<file path="src/rtl/ates_pkg.sv">
// shared types and character codes for the terminal screen engine
package ates_pkg;

  localparam logic       KIND_BYTE = 1'b0;
  localparam logic       KIND_READ = 1'b1;

  localparam logic [7:0] CH_LF     = 8'h0a;
  localparam logic [7:0] CH_CR     = 8'h0d;
  localparam logic [7:0] CH_ESC    = 8'h1b;
  localparam logic [7:0] CH_SPACE  = 8'h20;
  localparam logic [7:0] CH_ZERO   = 8'h30;
  localparam logic [7:0] CH_TWO    = 8'h32;
  localparam logic [7:0] CH_NINE   = 8'h39;
  localparam logic [7:0] CH_SEMI   = 8'h3b;
  localparam logic [7:0] CH_QMARK  = 8'h3f;
  localparam logic [7:0] CH_LBRACK = 8'h5b;
  localparam logic [7:0] CH_DEL    = 8'h7f;
  localparam logic [7:0] FINAL_LO  = 8'h40;
  localparam logic [7:0] FINAL_HI  = 8'h7e;

  localparam logic [7:0] CMD_C     = 8'h43;
  localparam logic [7:0] CMD_H     = 8'h48;
  localparam logic [7:0] CMD_J     = 8'h4a;
  localparam logic [7:0] CMD_F     = 8'h66;

  localparam logic [1:0] BM_EMPTY  = 2'd0;
  localparam logic [1:0] BM_TWO    = 2'd1;
  localparam logic [1:0] BM_OTHER  = 2'd2;

  localparam logic [15:0] COL_MAX  = 16'hffff;

  typedef struct packed {
    logic        consumed;
    logic        esc_open;
    logic        clear;
    logic        place;
    logic        right;
    logic [15:0] row_arg;
    logic [15:0] col_arg;
  } esc_cmd_t;

endpackage

</file>
<file path="src/rtl/ates_esc_parser.sv">
// escape sequence collector and parameter decoder
module ates_esc_parser import ates_pkg::*; #(
  parameter int unsigned ESC_MAX = 32
) (
  input  logic     clk,
  input  logic     rst_n,
  input  logic     byte_en,
  input  logic [7:0] byte_value,
  output esc_cmd_t cmd
);

  localparam int unsigned LEN_W = $clog2(ESC_MAX + 1);

  logic             active_r,  active_nxt;
  logic [LEN_W-1:0] len_r,     len_nxt;
  logic             bracket_r, bracket_nxt;
  logic [15:0]      accum_r,   accum_nxt;
  logic [1:0]       flags_r,   flags_nxt;
  logic [1:0]       pd_r,      pd_nxt;
  logic [15:0]      first_r,   first_nxt;
  logic [15:0]      second_r,  second_nxt;
  logic [1:0]       bm_r,      bm_nxt;

  logic [15:0]      part_val;
  logic [15:0]      cl_first;
  logic [15:0]      cl_second;
  logic [1:0]       cl_pd;
  logic [20:0]      acc_ext;
  logic [LEN_W:0]   len_inc;
  logic             is_final;
  logic             is_digit;
  logic [15:0]      right_amt;

  // closing the current part
  always_comb begin
    part_val  = flags_r[1] ? 16'd0 : accum_r;
    cl_first  = first_r;
    cl_second = second_r;
    cl_pd     = pd_r;
    if (flags_r[0]) begin
      if (pd_r == 2'd0) begin
        cl_first = part_val;
      end else if (pd_r == 2'd1) begin
        cl_second = part_val;
      end
      if (pd_r < 2'd2) begin
        cl_pd = pd_r + 2'd1;
      end
    end
  end

  assign acc_ext  = 21'({accum_r, 3'b000}) + 21'({accum_r, 1'b0}) +
                    21'(byte_value - CH_ZERO);
  assign len_inc  = {1'b0, len_r} + (LEN_W+1)'(1);
  assign is_final = (byte_value >= FINAL_LO) && (byte_value <= FINAL_HI);
  assign is_digit = (byte_value >= CH_ZERO) && (byte_value <= CH_NINE);
  assign right_amt = (cl_pd >= 2'd1) ? cl_first : 16'd0;

  always_comb begin
    active_nxt  = active_r;
    len_nxt     = len_r;
    bracket_nxt = bracket_r;
    accum_nxt   = accum_r;
    flags_nxt   = flags_r;
    pd_nxt      = pd_r;
    first_nxt   = first_r;
    second_nxt  = second_r;
    bm_nxt      = bm_r;
    cmd         = '0;

    if (byte_en) begin
      if (active_r) begin
        cmd.consumed = 1'b1;
        len_nxt      = len_inc[LEN_W-1:0];
        if (len_inc == (LEN_W+1)'(1)) begin
          bracket_nxt = (byte_value == CH_LBRACK);
        end else if (is_final || (len_inc > (LEN_W+1)'(ESC_MAX))) begin
          if (is_final && bracket_r) begin
            priority if (byte_value == CMD_J) begin
              cmd.clear = (bm_r == BM_TWO);
            end else if ((byte_value == CMD_H) || (byte_value == CMD_F)) begin
              cmd.place   = 1'b1;
              cmd.row_arg = ((cl_pd >= 2'd1) && (cl_first != 16'd0)) ?
                            cl_first - 16'd1 : 16'd0;
              cmd.col_arg = ((cl_pd >= 2'd2) && (cl_second != 16'd0)) ?
                            cl_second - 16'd1 : 16'd0;
            end else if (byte_value == CMD_C) begin
              cmd.right   = 1'b1;
              cmd.col_arg = (right_amt == 16'd0) ? 16'd1 : right_amt;
            end else begin
            end
          end
          active_nxt  = 1'b0;
          len_nxt     = '0;
          bracket_nxt = 1'b0;
          accum_nxt   = '0;
          flags_nxt   = '0;
          pd_nxt      = '0;
          first_nxt   = '0;
          second_nxt  = '0;
          bm_nxt      = BM_EMPTY;
        end else if (byte_value != CH_QMARK) begin
          bm_nxt = ((bm_r == BM_EMPTY) && (byte_value == CH_TWO)) ? BM_TWO : BM_OTHER;
          if (byte_value == CH_SEMI) begin
            first_nxt  = cl_first;
            second_nxt = cl_second;
            pd_nxt     = cl_pd;
            accum_nxt  = '0;
            flags_nxt  = '0;
          end else begin
            flags_nxt[0] = 1'b1;
            if (is_digit) begin
              accum_nxt = (acc_ext > 21'(COL_MAX)) ? COL_MAX : acc_ext[15:0];
            end else begin
              flags_nxt[1] = 1'b1;
            end
          end
        end
      end else if (byte_value == CH_ESC) begin
        cmd.consumed = 1'b1;
        active_nxt   = 1'b1;
        len_nxt      = '0;
        bracket_nxt  = 1'b0;
        accum_nxt    = '0;
        flags_nxt    = '0;
        pd_nxt       = '0;
        first_nxt    = '0;
        second_nxt   = '0;
        bm_nxt       = BM_EMPTY;
      end
    end
    cmd.esc_open = active_nxt;
  end

  always_ff @(posedge clk) begin
    if (!rst_n) begin
      active_r  <= 1'b0;
      len_r     <= '0;
      bracket_r <= 1'b0;
      accum_r   <= '0;
      flags_r   <= '0;
      pd_r      <= '0;
      first_r   <= '0;
      second_r  <= '0;
      bm_r      <= BM_EMPTY;
    end else if (byte_en) begin
      active_r  <= active_nxt;
      len_r     <= len_nxt;
      bracket_r <= bracket_nxt;
      accum_r   <= accum_nxt;
      flags_r   <= flags_nxt;
      pd_r      <= pd_nxt;
      first_r   <= first_nxt;
      second_r  <= second_nxt;
      bm_r      <= bm_nxt;
    end
  end

endmodule

</file>
<file path="config.mk">
export PLATFORM = sky130hd
export DESIGN_NAME = ates_esc_parser
export DESIGN_NICKNAME = d
export VERILOG_FILES = /design/src/rtl/ates_pkg.sv /design/src/rtl/ates_esc_parser.sv
export SDC_FILE = /design/constraint.sdc
export NUM_CORES = 1
export LEC_CHECK = 0
export BUFFER_PORTS_ARGS = -buffer_cell sky130_fd_sc_hd__buf_2
export CAP_MARGIN = 20
export CORE_MARGIN = 4
export CORE_UTILIZATION = 30
export CTS_CLUSTER_DIAMETER = 150
export DETAILED_ROUTE_END_ITERATION = 16
export HOLD_SLACK_MARGIN = 0.03
export SETUP_SLACK_MARGIN = 0.02
export SLEW_MARGIN = 15
export SYNTH_ARGS = -nofsm -noshare
export SYNTH_HDL_FRONTEND = slang
export SYNTH_SLANG_ARGS = --single-unit
export TNS_END_PERCENT = 20
</file>
<file path="constraint.sdc">
create_clock -name clk -period 14.8 [get_ports clk]
set_clock_uncertainty 0.2 [all_clocks]
set_input_delay 2.96 -clock clk [delete_from_list [all_inputs] [get_ports clk]]
set_output_delay 2.96 -clock clk [all_outputs]
set_load 0.03 [all_outputs]
</file>
==> results.yml <==
status:
  status: "finished, final reports clean"
place:
  post-dp-hpwl_um: 12000
  place.gp.congestion: 0.863
  dp.cells: 956
  count_of_input_and_output_buffers: 47
clocking:
  cts_setup_buffers: 0
  htree_levels: 3
  largest_buffer_count_on_any_clock_path: 2
  cts.hold.buffers_added: 0
  cts_inserted_buffers: 9
  clk_transition_reported_paths_ps: 50
  cts_tree: "done"
  cts.repair.resized: 0
  insertion_delay_ps: 330
  number_of_clock_sinks: 62
  cts_root_buffer: "clkbuf_16"
cells_and_area:
  final-instance-count-excl-fill: 973
  syn_to_final_growth_pct: 12.4
  layout.core_utilization_pct: 34.6
  final_layout_size_suffix_gt1_share_pct: 11.6
  layout_common_cells: "72 x nand2_1, 70 x a21oi_1, 62 x dfxtp_1"
  num_antenna_cells: 0
  num-nets-final: 797
  mostFrequentLayoutCell: "nand2_1"
logic_synthesis:
  postSynthAreaPerCell_um2: 7.77
  yosys.area_share.adder_pct: 12.6
  synth_xor_xnor_area_share_pct: 5.82
  synth.yosys.warnings: 0
  post_synth_inst_count: 717
  share_of_the_yosys_chip_area_belonging_to_registers_pct: 22.3
  synth_compound_area_share_pct: 24.6
  synth_cell_type_count: 71
  postSynth.topFlopCell: "dfxtp_1"
  synthesis.nets: 775
  synth_edf_count: 0
  postSynthRegisterBits: 62
  synth_mux_area_share_pct: 3.24
  syn_area_um2: 5570
  post_synth_and_or_nand_nor_area_fraction_pct: 25.9
  synth_top_family_by_area: "simple AND/OR/NAND/NOR gates"
  asyncSetResetFlopFracSynth_pct: 0
worst_setup_path:
  worstRegToRegCells: 7
  worstSetupPathType: "in2out"
  cp_data_arrival_time_ps: 5760
  timing.critical_path.fanout_max: 18
  critical-path-max-stage-delay_ps: 660
  endpoint_kind: "output pin"
  critical_path.most_common_cell: "buf_2"
  setup.worst_path.start_class: "primary input"
  critical-path-slowest-cell: "or3_1"
  crit_chain: "buf_2 > ha_1 > and2_1 > a41oi_1 > nand4_1 > or3_1 > nor3_1 > o41ai_4 > a21oi_1 > buf_2"
  critical_path_required_ps: 11640
route:
  finalWirelength_um: 15900
  drtAntennaViolNets: 0
  drt-pass1-iter-count: 6
  drc: 0
  detail_route.iter0.violations: 465
  drt-wirelength-per-cell_um: 16.3
  number_of_vias_in_the_routed_layout: 5421
  post_drt_via_cell_ratio: 5.57
sta:
  setup_viol_count_final: 0
  hold_violations: 0
  finalCritPeriodShare_pct: 60.3
  slew_headroom_pct: 29.9
  hold_slack_final_ps: 251
  tightestPinTransition_ps: 1050
  post_route_setup_tns_ps: 0
  shortest_period_the_worst_path_allows_ps: 8920
  achievable-frequency_mhz: 112
  timing_max_transition_violations_final: 0
  rsz_0062_raised_after_global_routing: "false"
floorplan:
  die_area_um2: 20800
  coreArea_um2: 18100
  die_x_um: 144
  die_height_um: 144
  initial_core_util_pct: 30.8
  rows: 49
  io_pins: 48
power_and_ir_drop:
  p_clk_share_pct: 54.8
  switching_share_pct: 21.6
  comb_power_share_pct: 6.3
  total_power_w: 0.000430
  powerDensity_nw_per_um2: 68.7
  power.switching_w: 0.0000927
  p_leak_nw: 2.68
  power_report.internal_total_w: 0.000337
  vdd_drop_max_mv: 0.0519
  seqPwrFrac_pct: 38.9
hold_path:
  worst_hold_path_type: "reg2reg"
  holdPathStages: 2
global_routing:
  grt_max_degree: 30
  grt_use_total_pct: 15.3
  antenna_found_initial: 0
  grt_pass1_vias: 4932
  global_route_wire_length_before_repair_um: 25900
  overflow: 0
run:
  maxCapViolCount: 0
[layout make-up]
type | instances | area [um2]
inverter | 29 | 109
clock buffer | 13 | 270
clock inverter | 3 | 65.1
timing repair buffer | 52 | 270
tap | 229 | 287
multi-input combinational | 585 | 4020
sequential | 62 | 1240
fill | 1884 | 11800
[worst max-delay path, delay by kind of cell]
| family | cells | cell delay [ps] |
|---|---|---|
| and+or+nand+nor | 4 | 1410 |
| buffers and inverters | 2 | 340 |
| AOI/OAI and AO/OA | 3 | 770 |
| adders and majority gates | 1 | 260 |
[stage by stage]
stage	worst slack, ps	area, um2
6_report	5880	6260
5_1_grt	5650	6260
4_1_cts	5870	6250
3_5_place_dp	5880	5920
3_3_place_gp	5930	5920
2_1_floorplan	6280	5570
[power by group through the flow]
stage                     Clock [W]  Combinational (W)  Sequential, W
after floorplan                   0          0.0000191       0.000171
after global placement            0          0.0000268       0.000171
after detailed placement          0          0.0000269       0.000171
after CTS                  0.000239          0.0000270       0.000167
after global routing       0.000247          0.0000307       0.000167
final                      0.000235          0.0000272       0.000167
[cells by family after synthesis]
group | after synthesis
AND/OR/NAND/NOR | 277
XOR/XNOR | 37
adder cells (fa/ha/maj) | 47
buffers and inverters | 70
flip-flops | 62
AO/OA/AOI/OAI | 207
multiplexers | 17
[flip-flops by register name (all words and copies together), names as in the netlist]
| name | flops |
|---|---|
| first_r | 16 |
| bm_r | 2 |
| flags_r | 2 |
| accum_r | 16 |
| pd_r | 2 |
| bracket_r | 1 |
| second_r | 16 |
| active_r | 1 |
| len_r | 6 |
[synthesized netlist by cell type (19+ instances only)]
cell type	instances	area (um2)
xnor2_1	24	210
nand2_1	72	270
a21oi_1	70	350
clkbuf_1	24	90.1
or3_1	19	119
inv_1	29	109
nor2_1	58	218
a221o_1	19	190
dfxtp_1	62	1240
nand3_1	23	115
ha_1	32	400
o21ai_0	48	240
[routing by layer]
layer / global-route usage, % / vias up / wire length, um
li1: - / 2669 / -
met1: 23.1 / 2578 / 8080
met2: 22.7 / 159 / 6740
met3: 1.92 / 15 / 843
met4: 4.37 / 0 / 244
met5: 0 / - / 0
[final timing paths]
path,startpoint,to,slack (ps)
setup reg to reg,len_r[0],second_r[8],10860
setup / recovery,byte_value[4],cmd[24],5880
hold / removal,first_r[8],first_r[8],250
hold reg to reg,first_r[8],first_r[8],250
Power figures use the tool's default switching activity.
